**src/sv/mst_pkg.sv**
```systemverilog
`timescale 1ns / 1ps
// mst_pkg: shared types, event codes and sizes of the multitouch slot tracker
// no dependencies; imported by mst_front, mst_back and the top level
package mst_pkg;

  localparam int SLOT_COUNT = 10;
  localparam int SLOT_W     = (SLOT_COUNT > 1) ? $clog2(SLOT_COUNT) : 1;
  localparam int SLOT_IDX_W = 4;

  localparam int CMDQ_DEPTH = 4;
  localparam int CMDQ_AW    = 2;
  localparam int OUTQ_DEPTH = 2;
  localparam int OUTQ_AW    = 1;

  localparam int CFG_IDX_W  = 1;
  localparam int CFG_DATA_W = 1;
  localparam logic [CFG_IDX_W-1:0] CFG_SINGLE_EN = 1'b0;
  localparam logic [CFG_IDX_W-1:0] CFG_MULTI_EN  = 1'b1;

  localparam logic OP_ABS = 1'b0;
  localparam logic OP_SYN = 1'b1;

  localparam logic [15:0] CODE_ABS_X        = 16'h0000;
  localparam logic [15:0] CODE_ABS_Y        = 16'h0001;
  localparam logic [15:0] CODE_ABS_PRESSURE = 16'h0018;
  localparam logic [15:0] CODE_MT_SLOT      = 16'h002f;
  localparam logic [15:0] CODE_MT_POS_X     = 16'h0035;
  localparam logic [15:0] CODE_MT_POS_Y     = 16'h0036;
  localparam logic [15:0] CODE_MT_TRACK     = 16'h0039;
  localparam logic [15:0] CODE_SYN_REPORT   = 16'h0000;

  localparam logic [31:0] TRACK_END = 32'hffff_ffff;

  localparam logic KIND_PRIMARY = 1'b0;
  localparam logic KIND_SLOT    = 1'b1;

  typedef struct packed {
    logic               op;
    logic        [15:0] code;
    logic signed [31:0] value;
  } in_word_t;

  typedef struct packed {
    logic                  report_kind;
    logic [SLOT_IDX_W-1:0] slot_index;
    logic signed [31:0]    pos_x;
    logic signed [31:0]    pos_y;
    logic signed [31:0]    touch_pressure;
    logic signed [31:0]    track_id;
    logic                  last;
  } out_word_t;

  typedef enum logic [2:0] {
    CMD_SET_X,
    CMD_SET_Y,
    CMD_SET_PRESS,
    CMD_SLOT,
    CMD_TRACK,
    CMD_MT_X,
    CMD_MT_Y,
    CMD_REPORT
  } cmd_op_t;

  // flag: slot in range for CMD_SLOT, contact end for CMD_TRACK
  typedef struct packed {
    cmd_op_t     op;
    logic        flag;
    logic [31:0] value;
  } cmd_t;

endpackage

```
**src/sv/mst_front.sv**
```systemverilog
`timescale 1ns / 1ps
// mst_front: decodes input events into commands and queues them for the back end
// depends on mst_pkg
module mst_front import mst_pkg::*; (
  input  logic     clk,
  input  logic     rst_n,
  input  logic     in_push,
  output logic     in_full,
  input  in_word_t in_word,
  output logic     cmd_valid,
  output cmd_t     cmd_out,
  input  logic     cmd_pop
);

  cmd_t               cmdq_r [CMDQ_DEPTH];
  logic [CMDQ_AW-1:0] wr_ptr_r, wr_ptr_nxt;
  logic [CMDQ_AW-1:0] rd_ptr_r, rd_ptr_nxt;
  logic [CMDQ_AW:0]   cnt_r, cnt_nxt;
  logic               accept;
  logic               keep;
  logic               q_push;
  logic               q_pop;
  cmd_t               cmd_new;

  assign in_full   = (cnt_r == (CMDQ_AW + 1)'(CMDQ_DEPTH));
  assign accept    = in_push && !in_full;
  assign cmd_valid = (cnt_r != '0);
  assign cmd_out   = cmdq_r[rd_ptr_r];

  // decode; events with no effect are dropped here
  always_comb begin
    keep          = 1'b1;
    cmd_new.op    = CMD_REPORT;
    cmd_new.flag  = 1'b0;
    cmd_new.value = in_word.value;
    if (in_word.op == OP_SYN) begin
      keep = (in_word.code == CODE_SYN_REPORT);
    end else begin
      case (in_word.code)
        CODE_ABS_X:        cmd_new.op = CMD_SET_X;
        CODE_ABS_Y:        cmd_new.op = CMD_SET_Y;
        CODE_ABS_PRESSURE: cmd_new.op = CMD_SET_PRESS;
        CODE_MT_SLOT: begin
          cmd_new.op   = CMD_SLOT;
          cmd_new.flag = ($unsigned(in_word.value) < 32'(SLOT_COUNT));
        end
        CODE_MT_TRACK: begin
          cmd_new.op   = CMD_TRACK;
          cmd_new.flag = ($unsigned(in_word.value) == TRACK_END);
        end
        CODE_MT_POS_X:     cmd_new.op = CMD_MT_X;
        CODE_MT_POS_Y:     cmd_new.op = CMD_MT_Y;
        default:           keep = 1'b0;
      endcase
    end
  end

  assign q_push = accept && keep;
  assign q_pop  = cmd_pop && cmd_valid;

  always_comb begin
    wr_ptr_nxt = q_push ? wr_ptr_r + 1'b1 : wr_ptr_r;
    rd_ptr_nxt = q_pop ? rd_ptr_r + 1'b1 : rd_ptr_r;
    cnt_nxt    = cnt_r + (CMDQ_AW + 1)'(q_push) - (CMDQ_AW + 1)'(q_pop);
  end

  always_ff @(posedge clk) begin
    if (!rst_n) begin
      wr_ptr_r <= '0;
      rd_ptr_r <= '0;
      cnt_r    <= '0;
    end else begin
      wr_ptr_r <= wr_ptr_nxt;
      rd_ptr_r <= rd_ptr_nxt;
      cnt_r    <= cnt_nxt;
    end
    if (q_push) begin
      cmdq_r[wr_ptr_r] <= cmd_new;
    end
  end

  a_cnt_bound: assert property (@(posedge clk) disable iff (!rst_n)
    cnt_r <= (CMDQ_AW + 1)'(CMDQ_DEPTH))
    else $error("command queue count overflow");

  a_pop_nonempty: assert property (@(posedge clk) disable iff (!rst_n)
    cmd_pop |-> cmd_valid)
    else $error("command popped from empty queue");

  a_ptr_track: assert property (@(posedge clk) disable iff (!rst_n)
    (cnt_r == '0) |-> (wr_ptr_r == rd_ptr_r))
    else $error("command queue pointers out of step");

endmodule

```
**src/sv/mst_back.sv**
```systemverilog
`timescale 1ns / 1ps
// mst_back: slot and primary point state, report scan and result queue
// depends on mst_pkg; fed by mst_front
module mst_back import mst_pkg::*; (
  input  logic                  clk,
  input  logic                  rst_n,
  input  logic                  cmd_valid,
  input  cmd_t                  cmd_in,
  output logic                  cmd_pop,
  input  logic                  cfg_we,
  input  logic [CFG_IDX_W-1:0]  cfg_index,
  input  logic [CFG_DATA_W-1:0] cfg_data,
  output logic                  out_empty,
  input  logic                  out_pop,
  output out_word_t             out_word
);

  typedef enum logic [1:0] {ST_RUN, ST_PRIM, ST_SCAN} state_t;

  state_t              state_r, state_nxt;
  logic [31:0]         slot_x_r [SLOT_COUNT];
  logic [31:0]         slot_x_nxt [SLOT_COUNT];
  logic [31:0]         slot_y_r [SLOT_COUNT];
  logic [31:0]         slot_y_nxt [SLOT_COUNT];
  logic [31:0]         slot_trk_r [SLOT_COUNT];
  logic [31:0]         slot_trk_nxt [SLOT_COUNT];
  logic [SLOT_COUNT-1:0] active_r, active_nxt;
  logic [31:0]         prim_x_r, prim_x_nxt;
  logic [31:0]         prim_y_r, prim_y_nxt;
  logic [31:0]         prim_p_r, prim_p_nxt;
  logic                prim_act_r, prim_act_nxt;
  logic [SLOT_W-1:0]   sel_r, sel_nxt;
  logic                sel_ok_r, sel_ok_nxt;
  logic [SLOT_W-1:0]   scan_r, scan_nxt;
  logic                multi_go_r, multi_go_nxt;
  logic                single_en_r, multi_en_r;

  out_word_t           oq_r [OUTQ_DEPTH];
  logic [OUTQ_AW-1:0]  oq_wr_r, oq_rd_r;
  logic [OUTQ_AW:0]    oq_cnt_r;
  logic                oq_full;
  logic                oq_push;
  logic                oq_pop;
  out_word_t           oq_din;

  logic [SLOT_W-1:0]     rd_idx;
  logic [31:0]           cur_x, cur_y, cur_trk;
  logic [SLOT_COUNT-1:0] sel_mask;
  logic [SLOT_COUNT-1:0] later_mask;
  logic                  prim_go, multi_go;

  assign oq_full   = (oq_cnt_r == (OUTQ_AW + 1)'(OUTQ_DEPTH));
  assign out_empty = (oq_cnt_r == '0);
  assign out_word  = oq_r[oq_rd_r];
  assign oq_pop    = out_pop && !out_empty;

  // single slot read port, shared by event handling and the report scan
  assign rd_idx   = (state_r == ST_SCAN) ? scan_r : sel_r;
  assign cur_x    = slot_x_r[rd_idx];
  assign cur_y    = slot_y_r[rd_idx];
  assign cur_trk  = slot_trk_r[rd_idx];
  assign sel_mask = SLOT_COUNT'(1) << sel_r;

  always_comb begin
    for (int i = 0; i < SLOT_COUNT; i++) begin
      later_mask[i] = (i > int'(scan_r));
    end
  end

  assign prim_go  = prim_act_r && single_en_r;
  assign multi_go = multi_en_r && (|active_r);

  always_comb begin
    state_nxt    = state_r;
    slot_x_nxt   = slot_x_r;
    slot_y_nxt   = slot_y_r;
    slot_trk_nxt = slot_trk_r;
    active_nxt   = active_r;
    prim_x_nxt   = prim_x_r;
    prim_y_nxt   = prim_y_r;
    prim_p_nxt   = prim_p_r;
    prim_act_nxt = prim_act_r;
    sel_nxt      = sel_r;
    sel_ok_nxt   = sel_ok_r;
    scan_nxt     = scan_r;
    multi_go_nxt = multi_go_r;
    cmd_pop      = 1'b0;
    oq_push      = 1'b0;
    oq_din       = '0;
    case (state_r)
      ST_RUN: begin
        if (cmd_valid) begin
          cmd_pop = 1'b1;
          case (cmd_in.op)
            CMD_SET_X:     prim_x_nxt = cmd_in.value;
            CMD_SET_Y:     prim_y_nxt = cmd_in.value;
            CMD_SET_PRESS: prim_p_nxt = cmd_in.value;
            CMD_SLOT: begin
              sel_nxt    = cmd_in.value[SLOT_W-1:0];
              sel_ok_nxt = cmd_in.flag;
            end
            CMD_TRACK: begin
              if (sel_ok_r) begin
                slot_trk_nxt[sel_r] = cmd_in.value;
                active_nxt[sel_r]   = !cmd_in.flag;
                if (!cmd_in.flag) begin
                  prim_x_nxt   = cur_x;
                  prim_y_nxt   = cur_y;
                  prim_p_nxt   = '0;
                  prim_act_nxt = 1'b1;
                end else if (!(|(active_r & ~sel_mask))) begin
                  prim_act_nxt = 1'b0;
                end
              end
            end
            CMD_MT_X: begin
              if (sel_ok_r) begin
                slot_x_nxt[sel_r] = cmd_in.value;
                if (!prim_act_r) begin
                  prim_x_nxt   = cmd_in.value;
                  prim_act_nxt = 1'b1;
                end
              end
            end
            CMD_MT_Y: begin
              if (sel_ok_r) begin
                slot_y_nxt[sel_r] = cmd_in.value;
                if (!prim_act_r) begin
                  prim_y_nxt   = cmd_in.value;
                  prim_act_nxt = 1'b1;
                end
              end
            end
            CMD_REPORT: begin
              multi_go_nxt = multi_go;
              scan_nxt     = '0;
              if (prim_go) begin
                state_nxt = ST_PRIM;
              end else if (multi_go) begin
                state_nxt = ST_SCAN;
              end
            end
            default: ;
          endcase
        end
      end
      ST_PRIM: begin
        if (!oq_full) begin
          oq_push               = 1'b1;
          oq_din.report_kind    = KIND_PRIMARY;
          oq_din.pos_x          = prim_x_r;
          oq_din.pos_y          = prim_y_r;
          oq_din.touch_pressure = prim_p_r;
          oq_din.last           = !multi_go_r;
          state_nxt             = multi_go_r ? ST_SCAN : ST_RUN;
        end
      end
      ST_SCAN: begin
        if (!active_r[scan_r] || !oq_full) begin
          if (active_r[scan_r]) begin
            oq_push            = 1'b1;
            oq_din.report_kind = KIND_SLOT;
            oq_din.slot_index  = SLOT_IDX_W'(scan_r);
            oq_din.pos_x       = cur_x;
            oq_din.pos_y       = cur_y;
            oq_din.track_id    = cur_trk;
            oq_din.last        = !(|(active_r & later_mask));
          end
          if (scan_r == SLOT_W'(SLOT_COUNT - 1)) begin
            state_nxt = ST_RUN;
          end else begin
            scan_nxt = scan_r + 1'b1;
          end
        end
      end
      default: state_nxt = ST_RUN;
    endcase
  end

  always_ff @(posedge clk) begin
    if (!rst_n) begin
      state_r     <= ST_RUN;
      active_r    <= '0;
      prim_x_r    <= '0;
      prim_y_r    <= '0;
      prim_p_r    <= '0;
      prim_act_r  <= 1'b0;
      sel_r       <= '0;
      sel_ok_r    <= 1'b1;
      scan_r      <= '0;
      multi_go_r  <= 1'b0;
      single_en_r <= 1'b0;
      multi_en_r  <= 1'b0;
      oq_wr_r     <= '0;
      oq_rd_r     <= '0;
      oq_cnt_r    <= '0;
      for (int i = 0; i < SLOT_COUNT; i++) begin
        slot_x_r[i]   <= '0;
        slot_y_r[i]   <= '0;
        slot_trk_r[i] <= '0;
      end
    end else begin
      state_r    <= state_nxt;
      active_r   <= active_nxt;
      prim_x_r   <= prim_x_nxt;
      prim_y_r   <= prim_y_nxt;
      prim_p_r   <= prim_p_nxt;
      prim_act_r <= prim_act_nxt;
      sel_r      <= sel_nxt;
      sel_ok_r   <= sel_ok_nxt;
      scan_r     <= scan_nxt;
      multi_go_r <= multi_go_nxt;
      slot_x_r   <= slot_x_nxt;
      slot_y_r   <= slot_y_nxt;
      slot_trk_r <= slot_trk_nxt;
      if (cfg_we) begin
        case (cfg_index)
          CFG_SINGLE_EN: single_en_r <= cfg_data[0];
          CFG_MULTI_EN:  multi_en_r  <= cfg_data[0];
          default: ;
        endcase
      end
      if (oq_push) begin
        oq_wr_r <= oq_wr_r + 1'b1;
      end
      if (oq_pop) begin
        oq_rd_r <= oq_rd_r + 1'b1;
      end
      oq_cnt_r <= oq_cnt_r + (OUTQ_AW + 1)'(oq_push) - (OUTQ_AW + 1)'(oq_pop);
    end
    if (oq_push) begin
      oq_r[oq_wr_r] <= oq_din;
    end
  end

  a_oq_bound: assert property (@(posedge clk) disable iff (!rst_n)
    oq_cnt_r <= (OUTQ_AW + 1)'(OUTQ_DEPTH))
    else $error("result queue count overflow");

  // the scan may still walk idle slots after the last word, but emits nothing
  a_last_ends_report: assert property (@(posedge clk) disable iff (!rst_n)
    (oq_push && oq_din.last) |=> !oq_push)
    else $error("report continued after its last word");

  a_slot_word_active: assert property (@(posedge clk) disable iff (!rst_n)
    (oq_push && oq_din.report_kind == KIND_SLOT) |-> active_r[scan_r])
    else $error("slot word emitted for an inactive slot");

  a_no_cmd_in_report: assert property (@(posedge clk) disable iff (!rst_n)
    (state_r != ST_RUN) |-> !cmd_pop)
    else $error("command taken during a report");

endmodule

```
**src/sv/multitouch_slot_tracker_unit.sv**
```systemverilog
`timescale 1ns / 1ps
// multitouch_slot_tracker_unit: top level of the multitouch slot tracker
// depends on mst_pkg, mst_front and mst_back
//
// Tracks up to SLOT_COUNT (10) touch slots and one primary point from a
// stream of input-layer style events (absolute axis or sync), following the
// protocol B slot rules. Input words are taken whenever in_full is low and
// go through a four-entry command queue, so the source is only held off when
// the back end falls behind. Words that change nothing (unknown codes,
// non-report sync codes) are dropped at the input. The back end handles one
// command at a time through a single slot read port: an absolute event is
// applied when it is popped; a sync report is decided first, then emits the
// primary point word when one is due, then scans the slots in ascending
// order (the scan is skipped entirely when no slot is active or slot reports
// are off); no new command is taken until the report is done, and a full
// result queue stalls the primary word and each active slot word. Result
// words leave through a two-entry queue (out_empty/out_pop); the final word
// of each report has last set. Configuration writes take effect on the next
// report decision; they are meant to be made while the block is idle.
module multitouch_slot_tracker_unit import mst_pkg::*; (
  input  logic                  clk,
  input  logic                  rst_n,
  // event input
  input  logic                  in_push,
  output logic                  in_full,
  input  in_word_t              in_word,
  // report output
  output logic                  out_empty,
  input  logic                  out_pop,
  output out_word_t             out_word,
  // configuration
  input  logic                  cfg_we,
  input  logic [CFG_IDX_W-1:0]  cfg_index,
  input  logic [CFG_DATA_W-1:0] cfg_data
);

  // decoded command between the front and back halves
  logic cmd_valid;
  logic cmd_pop;
  cmd_t cmd;

  // front: decode and queue
  mst_front u_front (
    .clk       (clk),
    .rst_n     (rst_n),
    .in_push   (in_push),
    .in_full   (in_full),
    .in_word   (in_word),
    .cmd_valid (cmd_valid),
    .cmd_out   (cmd),
    .cmd_pop   (cmd_pop)
  );

  // back: slot state, report scan, result queue
  mst_back u_back (
    .clk       (clk),
    .rst_n     (rst_n),
    .cmd_valid (cmd_valid),
    .cmd_in    (cmd),
    .cmd_pop   (cmd_pop),
    .cfg_we    (cfg_we),
    .cfg_index (cfg_index),
    .cfg_data  (cfg_data),
    .out_empty (out_empty),
    .out_pop   (out_pop),
    .out_word  (out_word)
  );

endmodule

```
**config.mk**
```make
export PLATFORM = sky130hd
export DESIGN_NAME = multitouch_slot_tracker_unit
export DESIGN_NICKNAME = d
export VERILOG_FILES = /design/src/sv/mst_pkg.sv /design/src/sv/mst_front.sv /design/src/sv/mst_back.sv /design/src/sv/multitouch_slot_tracker_unit.sv
export SDC_FILE = /design/constraint.sdc
export NUM_CORES = 2
export LEC_CHECK = 0
export ABC_AREA = 1
export BUFFER_PORTS_ARGS = -buffer_cell sky130_fd_sc_hd__buf_2
export CORE_ASPECT_RATIO = 2
export CORE_MARGIN = 5
export CORE_UTILIZATION = 30
export CTS_BUF_LIST = sky130_fd_sc_hd__clkbuf_8 sky130_fd_sc_hd__clkbuf_16
export DETAILED_ROUTE_END_ITERATION = 10
export MAX_ROUTING_LAYER = met4
export PLACE_DENSITY = 0.51
export SLEW_MARGIN = 40
export SYNTH_ARGS = -nofsm -noshare
export SYNTH_HDL_FRONTEND = slang
export SYNTH_SLANG_ARGS = --single-unit
```
**constraint.sdc**
```tcl
create_clock -name clk -period 17.4 [get_ports clk]
set_clock_uncertainty 0.05 [all_clocks]
set_input_delay 5.22 -clock clk [delete_from_list [all_inputs] [get_ports clk]]
set_output_delay 5.22 -clock clk [all_outputs]
set_load 0.02 [all_outputs]
```
; After elaboration in Yosys (flattened, before gate mapping)
; Memory sizes are Yosys's and may differ from the RTL's. A register that Yosys moved wholly into a read port is not among the register bits.
; Index checks and enable logic that the tools add are counted.
[op_classes]
addsub = 9
n_lt_le_gt_ge = 16
eq_ne = 34
shift = 1
mux = 81
bitwise = 6
reduce_logical = 44
[op_table]
columns = cell, n
row1 = $bwmux W320, 3
row2 = $mux W32, 17
row3 = $bmux W32 S4, 3
row4 = $pmux W32 S3, 2
row5 = $mux W69, 2
row6 = $demux W32 S4, 1
row7 = $pmux W64 S2, 1
row8 = $mux W96, 1
row9 = $mux W33, 2
row10 = $eq A16 B6 Y1 const B, 4
row11 = $pmux W32 S2, 1
row12 = $eq A32 B32 Y1 const B, 1
row13 = $lt A32 B4 Y1 const B, 1
row14 = $reduce_or A10 Y1, 3
row15 = $mux W4, 7
row16 = $mux W1, 21
row17 = $pmux W3 S7, 1
row18 = $and A10 B10 Y10, 2
row19 = $mux W2, 10
row20 = $ne A2 B2 Y1 const B, 9
row21 = $eq A16 B1 Y1 const B, 1
row22 = $eq A16 B5 Y1 const B, 1
row23 = $gt A3 B4 Y1 const A, 4
row24 = $logic_not A16 Y1, 1
row25 = 48 further kinds, 92
[totals]
register_bits = 1092
mem_bits_rw = 412
output_inout_bits = 136
elab_cells = 241
memories = 2
[mem_list]
columns = name, depth, word_bits, rd, rd_clocked_by_memory_dff, write_ports, line_no
row1 = u_back.oq_r, 2, 134, 1, 1, 1, mst_back.sv:38  ; out_word_t oq_r [OUTQ_DEPTH];
row2 = u_front.cmdq_r, 4, 36, 1, 1, 1, mst_front.sv:15  ; cmd_t cmdq_r [CMDQ_DEPTH];

; Longest topological paths before layout
[logic_depth]
ltp_word = 9
ltp_mapped = 17

; Hierarchy
; Synthesis repeated with hierarchy kept, for this count alone.
[unflattened]
cells_unflattened = 7767
area_unflattened_um2 = 64216.6
[modules_own_cells]
columns = mod, instances, cells_per_inst, area_each_um2
row1 = mst_back, 1, 7265, 58018.1
row2 = mst_front, 1, 502, 6198.4

; Least setup slack after synthesis
; Ideal clock, no wire load.
[synth_path]
path_kind = input-to-reg
from = in in_word[47] in the netlist's numbering
to = mem u_front.cmdq_r[0][0] in the netlist's numbering (enable)
setup_time_ns = 0.429
arrival_time_ns = 7.792
required_time_ns = 16.921
slack_ns = 9.128
path_stages = 10
n_path_buf = 1
cell_sequence = nor2_1 -> nand2_1 -> nor2_1 -> clkbuf_1 -> nand3_1 -> nand2_1 -> nor2_1 -> nand2_1 -> nand2_1 -> nor2_1
[synth_between]
elab_chain_cells = 7
[synth_lines]
columns = item, line_no
row1 = from (decl), multitouch_slot_tracker_unit.sv:26  ; input in_word_t in_word,
row2 = $eq A16 B1 Y1 (tied with other cells), mst_front.sv:39  ; case (in_word.code)
row3 = $reduce_or A7 Y1 (no line), n/a
row4 = $mux W1, mst_front.sv:39
row5 = $mux W1 (*), mst_front.sv:36  ; if (in_word.op == OP_SYN) begin
row6 = $logic_and A1 B1 Y1 (*), mst_front.sv:58  ; assign q_push = accept && keep;
row7 = $mux W1 (*), mst_front.sv:77  ; if (q_push) begin
row8 = $mux W1 (implied by the code) (*), mst_front.sv:78  ; cmdq_r[wr_ptr_r] <= cmd_new;
row9 = to (decl), mst_front.sv:15
; Mark *: on every way between the ends. The rest lies on a longest branch, timed or not.

==> out/qor.yml <==
worstReg2RegEnd: "u_back.prim_x_r[18]$_SDFFE_PN0P_"
synth_most_common_cell: "nand2_1"
clock_sinks: 1507
netlist_instances: 7642
path_class: "reg2out"
nNetsFinal: 7475
grt_pass1_wl_um: 334000
cap_viol_max_count: 0
avgSynthCellArea_um2: 8.49
core_area_um2: 215000
reg2reg_slack_ns: 12.18
io_pins: 192
cts_htree_levels: 4
totalPowerFinal_uw: 9420
rsz0062_at_grt: "false"
gp_congestion: 0.850
clk_pin_slew_ns: 0.06
postCtsSetupRepairBufs: 0
endpoint_kind: "output port"
cts_buffers: 152
tritoncts: "done"
vdd_drop_max_mv: 0.0776
yosysWarningCount: 0
synth_edf_count: 412
finalSetupTns_ns: 0
synth.top_cell.area_share: 0.338
min_path_cells: 1
synth_top_cell_by_area: "dfxtp_1"
wirelength_um: 228000
tightest_slew_ns: 0.891
start_kind: "register"
drv_slew: 0
synthArstFlopShare: 0
syn_nets: 7714
fmax_ghz: 0.112
cts_max_path_buffers: 4
drt_pass1_iterations: 6
status: "finished clean"
grt_max_degree: 230
required_ns: 12.13
r2r_cells: 14
setup_violations: 0
seq_power_share: 0.403
dieWidth_um: 339
seq_area_um2: 34300
slew-limit-headroom: 0.406
insertion_delay_ns: 0.81
grt_pass1_vias: 50700
dieHeight_um: 668
std_cell_rows: 241
cp.arrival_ns: 3.63
hold_path_end: "u_back.oq_rd_r$_SDFFE_PN0P_"
vias_per_cell: 5.22
power_density_nw_per_um2: 130
p_sw_uw: 3410
timing.hold.ws_ns: 0.402
cp_max_fo: 48
die_area_um2: 226000
wl_per_cell_um: 22.1
synth.area.top_cells: "dfxtp_1 34%, edfxtp_1 19%, a21oi_1 8.6%"
cts.repair.resized: 0
synth.distinct_cells: 47
yosysSeqAreaShare: 0.529
n_fill_cell: 22200
hold_viol: 0
ctsHoldBuffers: 0
hp-class: "reg2reg"
overflow: 0
drcViolationCount: 0
yosys_register_bits: 1507
synth.cells.most_frequent: "1,201 x nand2_1, 1,112 x a21oi_1, 1,095 x dfxtp_1, 749 x o21ai_0, 574 x nand3_1"
switching_share: 0.362
vias: 53800
antenna_found_initial: 2
p_int_uw: 6010
finalCriticalPeriod_ns: 8.90
drtIter0Drc: 4567
min_from: "u_back.oq_rd_r$_SDFFE_PN0P_"
multi_input_area_um2: 25900
port_buffers: 191
netlist_area_um2: 64900
start_util: 0.301
ant_nets: 0
drive_gt1_frac: 0.127
synth_ff_type: "dfxtp_1"
syn_to_final_growth_pct: 11.7
stdcell_area_um2: 72400
dp_hpwl_um: 139000
grt_usage: 0.198
place_area_um2: 67500
root_buffer: "clkbuf_16"
combPwrFrac: 0.251
pwr-share-clk: 0.345
p_leak_uw: 0.0269
finalCritPeriodShare: 0.512
-- final cells by class --
| class | instances | share of cell area |
|---|---|---|
| Antenna cell | 2 | 0.0000691 |
| Clock buffer | 171 | 0.0563 |
| Clock inverter | 90 | 0.0101 |
| Inverter | 432 | 0.0229 |
| Multi-Input combinational cell | 4995 | 0.357 |
| Sequential cell | 1507 | 0.474 |
| Tap cell | 2794 | 0.0483 |
| Timing Repair Buffer | 315 | 0.0317 |
-- registers in the layout, indices dropped and copies added (netlist names), 10 cells and up, named ones only --
register           count
u_back.active_r       10
u_back.oq_r          268
u_back.prim_p_r       32
u_back.prim_x_r       32
u_back.prim_y_r       32
u_back.slot_trk_r    320
u_back.slot_x_r      320
u_back.slot_y_r      320
u_front.cmdq_r       144
-- critical path: stages, from the launching register on --
cell and delay [ns]:
dfxtp_4 0.74, buf_4 0.74, buf_4 0.65, mux2_2 0.41, buf_2 0.16
-- worst max path at each step --
| stage | cells past startpoint | from | end |
|---|---|---|---|
| after floorplan | 10 | in_word[47] | u_front.cmdq_r[0][0]$_DFFE_PP_ |
| after global placement | 6 | rst_n | u_back.slot_x_r[193]$_SDFFE_PN0P_ |
| after detailed placement | 6 | rst_n | u_back.slot_y_r[39]$_SDFFE_PN0P_ |
| after CTS | 4 | register | out_word[10] |
| after global routing | 4 | register | out_word[10] |
| final | 4 | register | out_word[31] |
-- layout by cell type (no fill, tap or decap), drive strengths merged, types with 2 or more instances in the layout --
cell | synthesis | final
o211ai | 112 | 112
nor4 | 10 | 10
nor2 | 331 | 331
inv | 429 | 467
clkbuf | 389 | 171
clkinv | 3 | 40
o21ai | 1119 | 1119
o22ai | 2 | 2
clkinvlp | 0 | 5
mux2 | 134 | 134
diode | 0 | 2
dfxtp | 1095 | 1095
buf | 319 | 315
nand2 | 1207 | 1207
nand4 | 18 | 18
a21oi | 1254 | 1254
o31ai | 33 | 33
a32oi | 32 | 32
or2 | 64 | 64
nand3 | 575 | 575
nor3 | 45 | 45
ha | 15 | 15
nand3b | 2 | 2
edfxtp | 412 | 412
a31oi | 32 | 32
bufinv | 0 | 10
xor2 | 3 | 3
-- cell families after synthesis --
group | Yosys count | synth area share
flops | 1507 | 0.529
compound gates | 2586 | 0.216
simple gates | 2255 | 0.153
fa+ha+maj | 16 | 0.00320
xor+xnor | 4 | 0.000540
mux | 134 | 0.0233
buf+inv | 1140 | 0.0755
-- per-layer routing --
layer / part of all wire / GRT usage / up-vias
met5: 0 / - / -
met4: 0.063 / 0.107 / 0
met3: 0.047 / 0.0209 / 430
met2: 0.49 / 0.343 / 1661
met1: 0.40 / 0.226 / 26000
li1: - / - / 25700
-- power groups by stage --
| stage | sequential [µW] | combinational, µW | clock, µW |
|---|---|---|---|
| floorplan | 3850 | 1340 | 0 |
| global placement | 3870 | 2330 | 0 |
| detailed placement | 3880 | 2360 | 0 |
| CTS | 3800 | 2360 | 3330 |
| global route | 3810 | 2500 | 3460 |
| finish | 3800 | 2370 | 3250 |
-- stage by stage --
step / instances / utilization / setup WS [ns]
global placement: 10000 / 0.312 / 8.47
global route: 10300 / 0.336 / 8.30
finish: 10300 / 0.336 / 8.50
floorplan: 7642 / - / 9.13
CTS: 10300 / 0.336 / 8.34
detailed placement: 10000 / 0.313 / 8.68
Note: power is estimated with default switching activity, not from simulation.
